$ cat src/rtl/rcpom_pkg.sv
// Package for the RC pulse capture and override multiplexer.
// Holds the beat types, command and channel codes, register indexes and mapping constants.
// No dependencies; every module of the block imports it.
package rcpom_pkg;

  // Width of the free-running edge time.
  localparam int TIME_BITS = 32;

  // Command codes of an input beat; the last code is unused and dropped.
  localparam logic [1:0] CMD_EDGE   = 2'd0;
  localparam logic [1:0] CMD_AUTO   = 2'd1;
  localparam logic [1:0] CMD_TICK   = 2'd2;
  localparam logic [1:0] CMD_UNUSED = 2'd3;

  // Edge channel codes; the last code is unused and dropped.
  localparam logic [1:0] CH_STEER  = 2'd0;
  localparam logic [1:0] CH_THROT  = 2'd1;
  localparam logic [1:0] CH_ENGAGE = 2'd2;
  localparam logic [1:0] CH_UNUSED = 2'd3;

  // Configuration register indexes.
  localparam logic [1:0] CFG_PULSE_LIMIT = 2'd0;
  localparam logic [1:0] CFG_ENGAGE_THR  = 2'd1;

  localparam logic [15:0] PULSE_LIMIT_RESET = 16'd2000;
  localparam logic [15:0] ENGAGE_THR_RESET  = 16'd1700;

  // Servo angle limits in degrees.
  localparam logic [7:0] ST_IDLE = 8'd98;
  localparam logic [7:0] ST_MAX  = 8'd123;
  localparam logic [7:0] ST_MIN  = 8'd68;
  localparam logic [7:0] TH_IDLE = 8'd90;
  localparam logic [7:0] TH_MAX  = 8'd102;
  localparam logic [7:0] TH_MIN  = 8'd70;

  // Receiver pulse breakpoints in microseconds.
  localparam logic [15:0] RX_ST_IDLE_LO = 16'd1470;
  localparam logic [15:0] RX_ST_IDLE_HI = 16'd1530;
  localparam logic [15:0] RX_ST_OVR_LO  = 16'd1353;
  localparam logic [15:0] RX_ST_OVR_HI  = 16'd1647;
  localparam logic [15:0] RX_TH_IDLE_LO = 16'd1455;
  localparam logic [15:0] RX_TH_IDLE_HI = 16'd1515;
  localparam logic [15:0] RX_TH_OVR_LO  = 16'd1388;
  localparam logic [15:0] RX_TH_OVR_HI  = 16'd1582;

  // Input beat.
  typedef struct packed {
    logic [1:0]           cmd;
    logic [1:0]           channel;
    logic [TIME_BITS-1:0] timestamp_us;
    logic signed [15:0]   steering_rad;
    logic signed [7:0]    throttle_cmd;
  } in_item_t;

  // Result beat.
  typedef struct packed {
    logic [7:0] steering_angle;
    logic [7:0] throttle_angle;
    logic       engaged;
    logic       override_steer;
    logic       override_throt;
  } out_item_t;

  // Classified work item passed from the front to the back.
  typedef struct packed {
    logic [1:0]           op;
    logic [1:0]           channel;
    logic [TIME_BITS-1:0] timestamp_us;
    logic [7:0]           auto_steer;
    logic [7:0]           auto_throt;
  } q_item_t;

endpackage

$ cat src/rtl/rcpom_front.sv
// Front end: accepts input beats, drops ignored codes and maps autonomous commands.
// Depends on rcpom_pkg.
module rcpom_front import rcpom_pkg::*; (
  input  logic     in_valid,
  output logic     in_ready,
  input  in_item_t in_data,
  input  logic     q_ready,
  output logic     q_push,
  output q_item_t  q_wdata
);

  localparam logic signed [15:0] SAT_POS = 16'sd1229;
  localparam logic signed [15:0] SAT_NEG = -16'sd1229;
  localparam logic signed [7:0]  TH_SAT_POS = 8'sd100;
  localparam logic signed [7:0]  TH_SAT_NEG = -8'sd100;

  logic        keep;
  logic [15:0] neg_s;
  logic [17:0] st_prod;
  logic [6:0]  st_y;
  logic [14:0] st_q3;
  logic [14:0] st_neg_num;
  logic [7:0]  auto_st;
  logic [7:0]  neg_t;
  logic [8:0]  th_x3;
  logic [15:0] th_pos_prod;
  logic [7:0]  th_u4;
  logic [15:0] th_neg_prod;
  logic [7:0]  auto_th;

  // Edges on the unused channel and the unused command code are dropped here.
  always_comb begin
    keep = 1'b0;
    case (in_data.cmd)
      CMD_EDGE: keep = (in_data.channel != CH_UNUSED);
      CMD_AUTO: keep = 1'b1;
      CMD_TICK: keep = 1'b1;
      default:  keep = 1'b0;
    endcase
  end

  // Autonomous steering: negated, saturated at 0.3 rad, two linear segments.
  always_comb begin
    neg_s      = 16'(-in_data.steering_rad);
    st_prod    = 18'(neg_s[10:0]) * 18'd125;
    st_y       = st_prod[17:11];
    st_q3      = 15'(st_y) * 15'd86;
    st_neg_num = 15'(in_data.steering_rad[10:0]) * 15'd25 + 15'd1023;
    if (in_data.steering_rad <= SAT_NEG) begin
      auto_st = ST_MAX;
    end else if (in_data.steering_rad >= SAT_POS) begin
      auto_st = ST_MIN;
    end else if (in_data.steering_rad <= 16'sd0) begin
      auto_st = ST_IDLE + 8'(st_q3[14:8]);
    end else begin
      auto_st = ST_IDLE - 8'(st_neg_num[14:10]);
    end
  end

  // Autonomous throttle: saturated at 100 units, two linear segments.
  always_comb begin
    neg_t       = 8'(-in_data.throttle_cmd);
    th_x3       = 9'(in_data.throttle_cmd[6:0]) * 9'd3;
    th_pos_prod = 16'(th_x3) * 16'd41;
    th_u4       = 8'(neg_t[6:0]) + 8'd4;
    th_neg_prod = 16'(th_u4) * 16'd205;
    if (in_data.throttle_cmd >= TH_SAT_POS) begin
      auto_th = TH_MAX;
    end else if (in_data.throttle_cmd <= TH_SAT_NEG) begin
      auto_th = TH_MIN;
    end else if (in_data.throttle_cmd >= 8'sd0) begin
      auto_th = TH_IDLE + 8'(th_pos_prod[15:10]);
    end else begin
      auto_th = TH_IDLE - 8'(th_neg_prod[15:10]);
    end
  end

  assign in_ready             = q_ready;
  assign q_push               = in_valid && q_ready && keep;
  assign q_wdata.op           = in_data.cmd;
  assign q_wdata.channel      = in_data.channel;
  assign q_wdata.timestamp_us = in_data.timestamp_us;
  assign q_wdata.auto_steer   = auto_st;
  assign q_wdata.auto_throt   = auto_th;

endmodule

$ cat src/rtl/rcpom_queue.sv
// Two-entry queue of classified work items between the front and the back.
// Depends on rcpom_pkg.
module rcpom_queue import rcpom_pkg::*; (
  input  logic    clk,
  input  logic    rst_n,
  input  logic    push,
  input  q_item_t wdata,
  output logic    push_ready,
  output logic    rd_valid,
  output q_item_t rdata,
  input  logic    pop
);

  q_item_t    entry_r [2];
  logic       wr_ptr_r;
  logic       wr_ptr_nxt;
  logic       rd_ptr_r;
  logic       rd_ptr_nxt;
  logic [1:0] count_r;
  logic [1:0] count_nxt;

  assign push_ready = (count_r != 2'd2);
  assign rd_valid   = (count_r != 2'd0);
  assign rdata      = entry_r[rd_ptr_r];

  // Pointer and fill count update.
  always_comb begin
    wr_ptr_nxt = wr_ptr_r ^ push;
    rd_ptr_nxt = rd_ptr_r ^ pop;
    count_nxt  = count_r + 2'(push) - 2'(pop);
  end

  always_ff @(posedge clk) begin
    if (!rst_n) begin
      wr_ptr_r <= 1'b0;
      rd_ptr_r <= 1'b0;
      count_r  <= 2'd0;
    end else begin
      wr_ptr_r <= wr_ptr_nxt;
      rd_ptr_r <= rd_ptr_nxt;
      count_r  <= count_nxt;
    end
  end

  // Entry storage needs no reset.
  always_ff @(posedge clk) begin
    if (push) begin
      entry_r[wr_ptr_r] <= wdata;
    end
  end

endmodule

$ cat src/rtl/rcpom_back.sv
// Back end: pulse capture state, configuration registers, tick mapping and output register.
// Depends on rcpom_pkg.
module rcpom_back import rcpom_pkg::*; (
  input  logic        clk,
  input  logic        rst_n,
  input  logic        q_valid,
  input  q_item_t     q_rdata,
  output logic        q_pop,
  input  logic        cfg_valid,
  output logic        cfg_ready,
  input  logic [1:0]  cfg_index,
  input  logic [15:0] cfg_wdata,
  output logic        out_valid,
  input  logic        out_ready,
  output out_item_t   out_data
);

  logic [TIME_BITS-1:0] last_edge_r [3];
  logic [15:0]          steer_pulse_r;
  logic [15:0]          throt_pulse_r;
  logic                 engaged_r;
  logic [7:0]           auto_steer_r;
  logic [7:0]           auto_throt_r;
  logic [15:0]          pulse_limit_r;
  logic [15:0]          engage_thr_r;
  logic                 out_valid_r;
  out_item_t            out_data_r;

  logic                 is_edge;
  logic                 is_auto;
  logic                 is_tick;
  logic                 out_free;
  logic [TIME_BITS-1:0] dt;
  logic                 dt_ok;
  logic                 dt_engage;

  logic [15:0] st_d;
  logic [17:0] st_hi_prod;
  logic [15:0] st_e;
  logic [9:0]  st_x;
  logic [23:0] st_lo_prod;
  logic [7:0]  st_rx;
  logic [15:0] th_d;
  logic [9:0]  th_x;
  logic [19:0] th_hi_prod;
  logic [15:0] th_e;
  logic [12:0] th_xl;
  logic [24:0] th_lo_prod;
  logic [7:0]  th_rx;
  logic        ov_s;
  logic        ov_t;
  out_item_t   res;

  // Work item decode and pop: a tick waits for room in the output register.
  assign is_edge   = (q_rdata.op == CMD_EDGE);
  assign is_auto   = (q_rdata.op == CMD_AUTO);
  assign is_tick   = (q_rdata.op == CMD_TICK);
  assign out_free  = !out_valid_r || out_ready;
  assign q_pop     = q_valid && (!is_tick || out_free);
  assign cfg_ready = 1'b1;

  // Edge interval against the previous edge of the same channel.
  always_comb begin
    dt        = q_rdata.timestamp_us - last_edge_r[q_rdata.channel];
    dt_ok     = dt < TIME_BITS'(pulse_limit_r);
    dt_engage = dt > TIME_BITS'(engage_thr_r);
  end

  // Receiver steering mapping with deadband, already clamped to the servo range.
  always_comb begin
    st_d       = steer_pulse_r - RX_ST_IDLE_HI;
    st_hi_prod = 18'(st_d[8:0]) * 18'd293;
    st_e       = RX_ST_IDLE_LO - steer_pulse_r;
    st_x       = 10'(st_e[8:0]) * 10'd3 + 10'd28;
    st_lo_prod = 24'(st_x) * 24'd565;
    if (steer_pulse_r > RX_ST_IDLE_LO && steer_pulse_r < RX_ST_IDLE_HI) begin
      st_rx = ST_IDLE;
    end else if (steer_pulse_r >= RX_ST_IDLE_HI) begin
      st_rx = (st_d >= 16'd350) ? ST_MAX : ST_IDLE + 8'(st_hi_prod[17:12]);
    end else begin
      st_rx = (st_e >= 16'd290) ? ST_MIN : ST_IDLE - 8'(st_lo_prod[23:14]);
    end
  end

  // Receiver throttle mapping with deadband, already clamped to the servo range.
  always_comb begin
    th_d       = throt_pulse_r - RX_TH_IDLE_HI;
    th_x       = 10'(th_d[7:0]) * 10'd4;
    th_hi_prod = 20'(th_x) * 20'd979;
    th_e       = RX_TH_IDLE_LO - throt_pulse_r;
    th_xl      = 13'(th_e[8:0]) * 13'd20 + 13'd362;
    th_lo_prod = 25'(th_xl) * 25'd2889;
    if (throt_pulse_r > RX_TH_IDLE_LO && throt_pulse_r < RX_TH_IDLE_HI) begin
      th_rx = TH_IDLE;
    end else if (throt_pulse_r >= RX_TH_IDLE_HI) begin
      th_rx = (th_d >= 16'd201) ? TH_MAX : TH_IDLE + 8'(th_hi_prod[19:16]);
    end else begin
      th_rx = (th_e >= 16'd363) ? TH_MIN : TH_IDLE - 8'(th_lo_prod[24:20]);
    end
  end

  // Override detection and source selection.
  always_comb begin
    ov_s = (steer_pulse_r < RX_ST_OVR_LO) || (steer_pulse_r > RX_ST_OVR_HI);
    ov_t = (throt_pulse_r < RX_TH_OVR_LO) || (throt_pulse_r > RX_TH_OVR_HI);
    res.engaged        = engaged_r;
    res.override_steer = ov_s;
    res.override_throt = ov_t;
    if (!engaged_r) begin
      res.steering_angle = st_rx;
      res.throttle_angle = th_rx;
    end else if (ov_s) begin
      res.steering_angle = st_rx;
      res.throttle_angle = auto_throt_r;
    end else if (ov_t) begin
      res.steering_angle = auto_steer_r;
      res.throttle_angle = th_rx;
    end else begin
      res.steering_angle = auto_steer_r;
      res.throttle_angle = auto_throt_r;
    end
  end

  // Capture state and configuration registers.
  always_ff @(posedge clk) begin
    if (!rst_n) begin
      last_edge_r[0] <= '0;
      last_edge_r[1] <= '0;
      last_edge_r[2] <= '0;
      steer_pulse_r  <= '0;
      throt_pulse_r  <= '0;
      engaged_r      <= 1'b0;
      auto_steer_r   <= ST_IDLE;
      auto_throt_r   <= TH_IDLE;
      pulse_limit_r  <= PULSE_LIMIT_RESET;
      engage_thr_r   <= ENGAGE_THR_RESET;
    end else begin
      if (cfg_valid && cfg_ready) begin
        case (cfg_index)
          CFG_PULSE_LIMIT: pulse_limit_r <= cfg_wdata;
          CFG_ENGAGE_THR:  engage_thr_r  <= cfg_wdata;
          default: ;
        endcase
      end
      if (q_pop && is_edge) begin
        last_edge_r[q_rdata.channel] <= q_rdata.timestamp_us;
        if (dt_ok) begin
          case (q_rdata.channel)
            CH_STEER:  steer_pulse_r <= dt[15:0];
            CH_THROT:  throt_pulse_r <= dt[15:0];
            CH_ENGAGE: engaged_r     <= dt_engage;
            default: ;
          endcase
        end
      end
      if (q_pop && is_auto) begin
        auto_steer_r <= q_rdata.auto_steer;
        auto_throt_r <= q_rdata.auto_throt;
      end
    end
  end

  // Output register: loads a tick result, clears when the beat is taken.
  always_ff @(posedge clk) begin
    if (!rst_n) begin
      out_valid_r <= 1'b0;
    end else if (q_pop && is_tick) begin
      out_valid_r <= 1'b1;
    end else if (out_ready) begin
      out_valid_r <= 1'b0;
    end
  end

  always_ff @(posedge clk) begin
    if (q_pop && is_tick) begin
      out_data_r <= res;
    end
  end

  assign out_valid = out_valid_r;
  assign out_data  = out_data_r;

endmodule

$ cat src/rtl/rc_pulse_capture_override_mux.sv
// RC pulse capture with autonomous override multiplexer: top level.
// Instantiates rcpom_front, rcpom_queue and rcpom_back; depends on rcpom_pkg.
//
// Usage:
//   The input channel (in_valid, in_ready, in_data) takes one beat per cycle while the
//   queue has room: an edge event, an autonomous command or an update tick. Edges and
//   commands update internal state and give no result; each tick gives exactly one
//   result beat on the output channel (out_valid, out_ready, out_data) with both
//   servo angles and status flags. Beats with the unused command code, and edges on
//   the unused channel, are dropped. The configuration channel (cfg_valid, cfg_ready,
//   cfg_index, cfg_wdata) is always ready and writes the pulse limit (index 0) or the
//   engage threshold (index 1); write it only while the block is idle.
//   Result path: a tick passes through a queue entry and then the output register; it
//   waits in the queue while the output register holds a result not yet taken.
//   Throughput: one beat per cycle sustained while the receiver takes results; the
//   front maps commands combinationally and the back handles each edge and tick as it is popped.
//   Reset (synchronous, active low) clears the queue, the output register, the edge
//   times and pulses, the engaged flag, and restores idle autonomous angles and the
//   register defaults.
//   When the receiver stalls, the output register holds the result, the two-entry queue
//   fills with following beats, and in_ready drops once it is full.
module rc_pulse_capture_override_mux import rcpom_pkg::*; (
  input  logic        clk,
  input  logic        rst_n,
  input  logic        in_valid,
  output logic        in_ready,
  input  in_item_t    in_data,
  output logic        out_valid,
  input  logic        out_ready,
  output out_item_t   out_data,
  input  logic        cfg_valid,
  output logic        cfg_ready,
  input  logic [1:0]  cfg_index,
  input  logic [15:0] cfg_wdata
);

  logic    q_ready;
  logic    q_push;
  q_item_t q_wdata;
  logic    q_valid;
  q_item_t q_rdata;
  logic    q_pop;

  rcpom_front u_front (
    .in_valid (in_valid),
    .in_ready (in_ready),
    .in_data  (in_data),
    .q_ready  (q_ready),
    .q_push   (q_push),
    .q_wdata  (q_wdata)
  );

  rcpom_queue u_queue (
    .clk        (clk),
    .rst_n      (rst_n),
    .push       (q_push),
    .wdata      (q_wdata),
    .push_ready (q_ready),
    .rd_valid   (q_valid),
    .rdata      (q_rdata),
    .pop        (q_pop)
  );

  rcpom_back u_back (
    .clk       (clk),
    .rst_n     (rst_n),
    .q_valid   (q_valid),
    .q_rdata   (q_rdata),
    .q_pop     (q_pop),
    .cfg_valid (cfg_valid),
    .cfg_ready (cfg_ready),
    .cfg_index (cfg_index),
    .cfg_wdata (cfg_wdata),
    .out_valid (out_valid),
    .out_ready (out_ready),
    .out_data  (out_data)
  );

endmodule
$ cat config.mk
export PLATFORM = sky130hd
export DESIGN_NAME = rc_pulse_capture_override_mux
export DESIGN_NICKNAME = d
export VERILOG_FILES = /design/src/rtl/rcpom_pkg.sv /design/src/rtl/rcpom_front.sv /design/src/rtl/rcpom_queue.sv /design/src/rtl/rcpom_back.sv /design/src/rtl/rc_pulse_capture_override_mux.sv
export SDC_FILE = /design/constraint.sdc
export NUM_CORES = 1
export LEC_CHECK = 0
export BUFFER_PORTS_ARGS = -buffer_cell sky130_fd_sc_hd__clkbuf_2
export CAP_MARGIN = 5
export CORE_ASPECT_RATIO = 1.4
export CORE_UTILIZATION = 45
export DETAILED_ROUTE_END_ITERATION = 8
export SKIP_CTS_REPAIR_TIMING = 1
export SLEW_MARGIN = 20
export SYNTH_ARGS = -nofsm -noshare
export SYNTH_HDL_FRONTEND = slang
export SYNTH_SLANG_ARGS = --single-unit
$ cat constraint.sdc
create_clock -name clk -period 25.5 [get_ports clk]
set_input_delay 2.55 -clock clk [delete_from_list [all_inputs] [get_ports clk]]
set_output_delay 2.55 -clock clk [all_outputs]
set_load 0.005 [all_outputs]
==> metrics.md <==
| Metric | Value |
|---|---|
| ANT nets after route | `0` |
| Synth warnings | `0` |
| CP required | `25840 ps` |
| Setup TNS | `0 ps` |
| Worst-Skew Late Latency | `roughly 540 ps` |
| Syn avg cell area | `between 9 and 10 um^2` |
| Hold Crit Start | `u_back.engage_thr_r[4]` |
| Synthesized cell area | `roughly 0.031 mm^2` |
| Worst r2r src | `u_back.throt_pulse_r[1]` |
| Leading cell type in the layout, fill and taps excluded | `ha_1` |
| CP startpoint | `in_data[8]` |
| Worst R2R Path Depth | `31` |
| DRC | `0` |
| Die width | `approximately 220 um` |
| Flops & latches, synth | `about 330` |
| Clock skew | `between 20 and 30 ps` |
| PnR Total Power | `slightly above 4 mW` |
| Peak supply drop | `around 0.36 mV` |
| CTS sink count | `approximately 330` |
| Cells after Synth | `3177` |
| Vias per cell | `approximately 5.5` |
| Largest net degree at the start of global routing | `a little over 70` |
| Total Routed Length | `73.4 mm` |
| Async S/R FF share, synth | `0%` |
| Overflow after GRT | `0` |
| Critical Path Start Type | `input pin` |
| Clk pin slew, worst setup/hold paths | `around 60 ps` |
| Top_reg_cell synth | `edfxtp_1` |
| H-Tree Depth | `2` |
| Cell mode on critical path | `ha_1` |
| Initial DRC count | `around 1200` |
| Final setup vio count | `0` |
| Net count, final | `3990` |
| Detailed placement HPWL | `around 58 mm` |
| Leakage | `about 16 nW` |
| Area growth syn-to-layout | `8.39%` |
| RSZ-0062 raised after global routing | `no` |
| Dpl cells | `about 4100` |
| Share of cells above drive strength 1 | `7.70%` |
| Routed vias | `23000` |
| Slowest-stage cell, CP | `xnor2_1` |
| Critical path class | `in2reg` |
| Final Hold Fails | `0` |
| Final Critical Period | `roughly 12000 ps` |
| Starting Density | `around 46%` |
| Post-Layout Cell Count | `about 4200` |
| Synth Net Count | `3922` |
| Netlist cell types | `between 80 and 90` |
| Status | `finished, final reports clean` |
| Worst hold path depth | `2` |
| DR pass1 iterations | `5` |
| Number of core rows | `between 100 and 150` |
| Max-slew headroom | `24.6%` |
| Post-synth EDFFs | `between 200 and 250` |
| Max_cap viols | `0` |
| Io pins | `between 100 and 150` |
| Data arrival, critical path | `~12000 ps` |
| Worst-margin pin slew | `~1100 ps` |
| Fillcell total | `6348` |
| Register area share after synthesis | `between 20 and 30%` |
| Ant diodes | `0` |
| Leading cell types in the layout, fill and taps excluded | `537 x ha_1, 484 x inv_1, 248 x edfxtp_1` |
| First-pass GRT wire length | `120 mm` |
| Crit path max fanout | `8` |
| Gpl congestion | `approximately 0.9` |
| Max Clk Rate | `approximately 84 MHz` |
| Slew Viols, Final | `0` |
| Area of the multi-input gates | `about 0.020 mm^2` |
| Max Buffers Root-to-Sink | `3` |
| Num CTS Buffers | `36` |
| Total die area | `~0.070 mm^2` |
| Vias in the first global route | `between 20000 and 25000` |
| PD cells | `roughly 120 mW/mm^2` |
| Fin crit share | `between 40% and 50%` |
| CP max stage delay | `770 ps` |
| CTS tree | `built` |
| IO Port Bufs | `between 100 and 150` |
| Drt wl/cell | `between 15 and 20 um` |
| Reg area | `0.00917 mm^2` |
| Die height | `approximately 310 um` |
| Core Footprint | `roughly 0.068 mm^2` |
| Root Driver | `clkbuf_16` |
| Tot GR Track Use | `roughly a fifth` |
| Worst hold-check path type | `reg2reg` |
| Initial antenna violation count | `0` |
| Crit. End Element | `flop` |
[worst max-delay path, delay by kind of cell]
kind,cells,cell delay [ps]
simple gates,4,720
compound gates,11,2580
buf+inv,6,520
xor+xnor,4,1530
fa+ha+maj,11,4250
[area by class of cell]
class	count	share of cell area, %
Tap cell	920	3.40
Sequential cell	334	27.1
Inverter	484	5.37
Clock inverter	19	0.580
Clock buffer	46	2.86
Timing Repair Buffer	119	1.88
Multi-Input combinational cell	2270	58.8
[synth_stat cells (6+ instances only)]
library cell	count	area (um^2)
o211ai_1	35	263
nand2_1	226	848
mux4_2	31	698
nor2b_1	23	144
fa_1	123	2460
a221oi_1	7	61.3
and3_1	14	87.6
o221ai_1	9	78.8
nor4_1	14	87.6
a31oi_1	28	175
a21o_1	51	383
a211o_1	6	52.6
clkbuf_1	74	278
nand2b_1	24	150
nand3_1	46	230
o31ai_1	13	97.6
o2111ai_1	10	87.6
nor3b_1	12	90.1
or2_2	13	81.3
o21a_1	32	240
nand4_1	26	163
xor2_1	70	613
or3_1	17	106
mux2i_1	91	911
inv_1	484	1820
a211oi_1	28	210
o22ai_1	6	37.5
nor2_1	222	833
mux2_2	8	90.1
nor3_1	40	200
a2111oi_0	9	78.8
and2_1	22	138
or4_1	7	52.6
o21bai_1	12	90.1
a21oi_1	137	686
xnor2_1	119	1040
dfxtp_1	86	1720
edfxtp_1	248	7450
o21ai_0	77	385
nor4b_1	7	61.3
ha_1	539	6740
o32ai_1	8	70.1
[worst paths after layout]
check                                               to  slack [ps]
worst max-delay path            u_queue.entry_r[0][13]       13640
worst min-delay path            u_back.engage_thr_r[4]         460
worst max register to register      u_back.out_data[7]       16320
worst min register to register  u_back.engage_thr_r[4]         460
[metrics by stage]
stage                     utilization [%]  setup slack (ps)  cell area (um^2)  hold WS, ps
final                                49.6             13640             33900          458
after global placement               47.9             13400             32700          444
after floorplan                         -             14320             31200          436
after detailed placement             47.9             13080             32700          449
after global routing                 49.6             12860             33900          472
after CTS                            49.6             13620             33900          457
[report_power, final]
group	switching (mW)	leakage, nW	internal, mW
registers	0.0270	3.06	0.682
logic	1.72	12.0	1.21
clock network	0.216	0.565	0.302
total	1.97	15.6	2.19
[sequential cells by signal (all words and copies together), names as in the netlist, named ones only]
register	flops
u_back.out_data	18
u_back.auto_throt_r	7
u_queue.count_r	2
u_queue.wr_ptr_r	1
u_back.last_edge_r	128
u_back.steer_pulse_r	16
u_back.out_valid	1
u_queue.rd_ptr_r	1
u_back.pulse_limit_r	16
u_back.engaged_r	1
u_back.engage_thr_r	16
u_back.throt_pulse_r	16
u_queue.entry_r	102
u_back.auto_steer_r	8
[cells by family (layout without fill, tap and decap cells)]
logic type,after synthesis,count (layout),share of synthesized area (%)
DFF,334,334,29.4
other,2,2,0.0240
buffers and inverters,573,668,7.05
AOI/OAI and AO/OA,541,541,11.8
and+or+nand+nor,740,740,11.3
muxes,131,131,5.49
adders and majority gates,665,665,29.6
xor gates and xnor gates,191,191,5.45
[routing by layer]
layer,vias up,GRT usage [%],share of wire [%]
met5,-,0,0
met4,0,6.59,3.0
met3,113,1.72,2.9
met2,474,38.6,51
met1,11100,26.0,43
li1,11300,-,-
No activity file was read; power rests on OpenSTA's default activity.
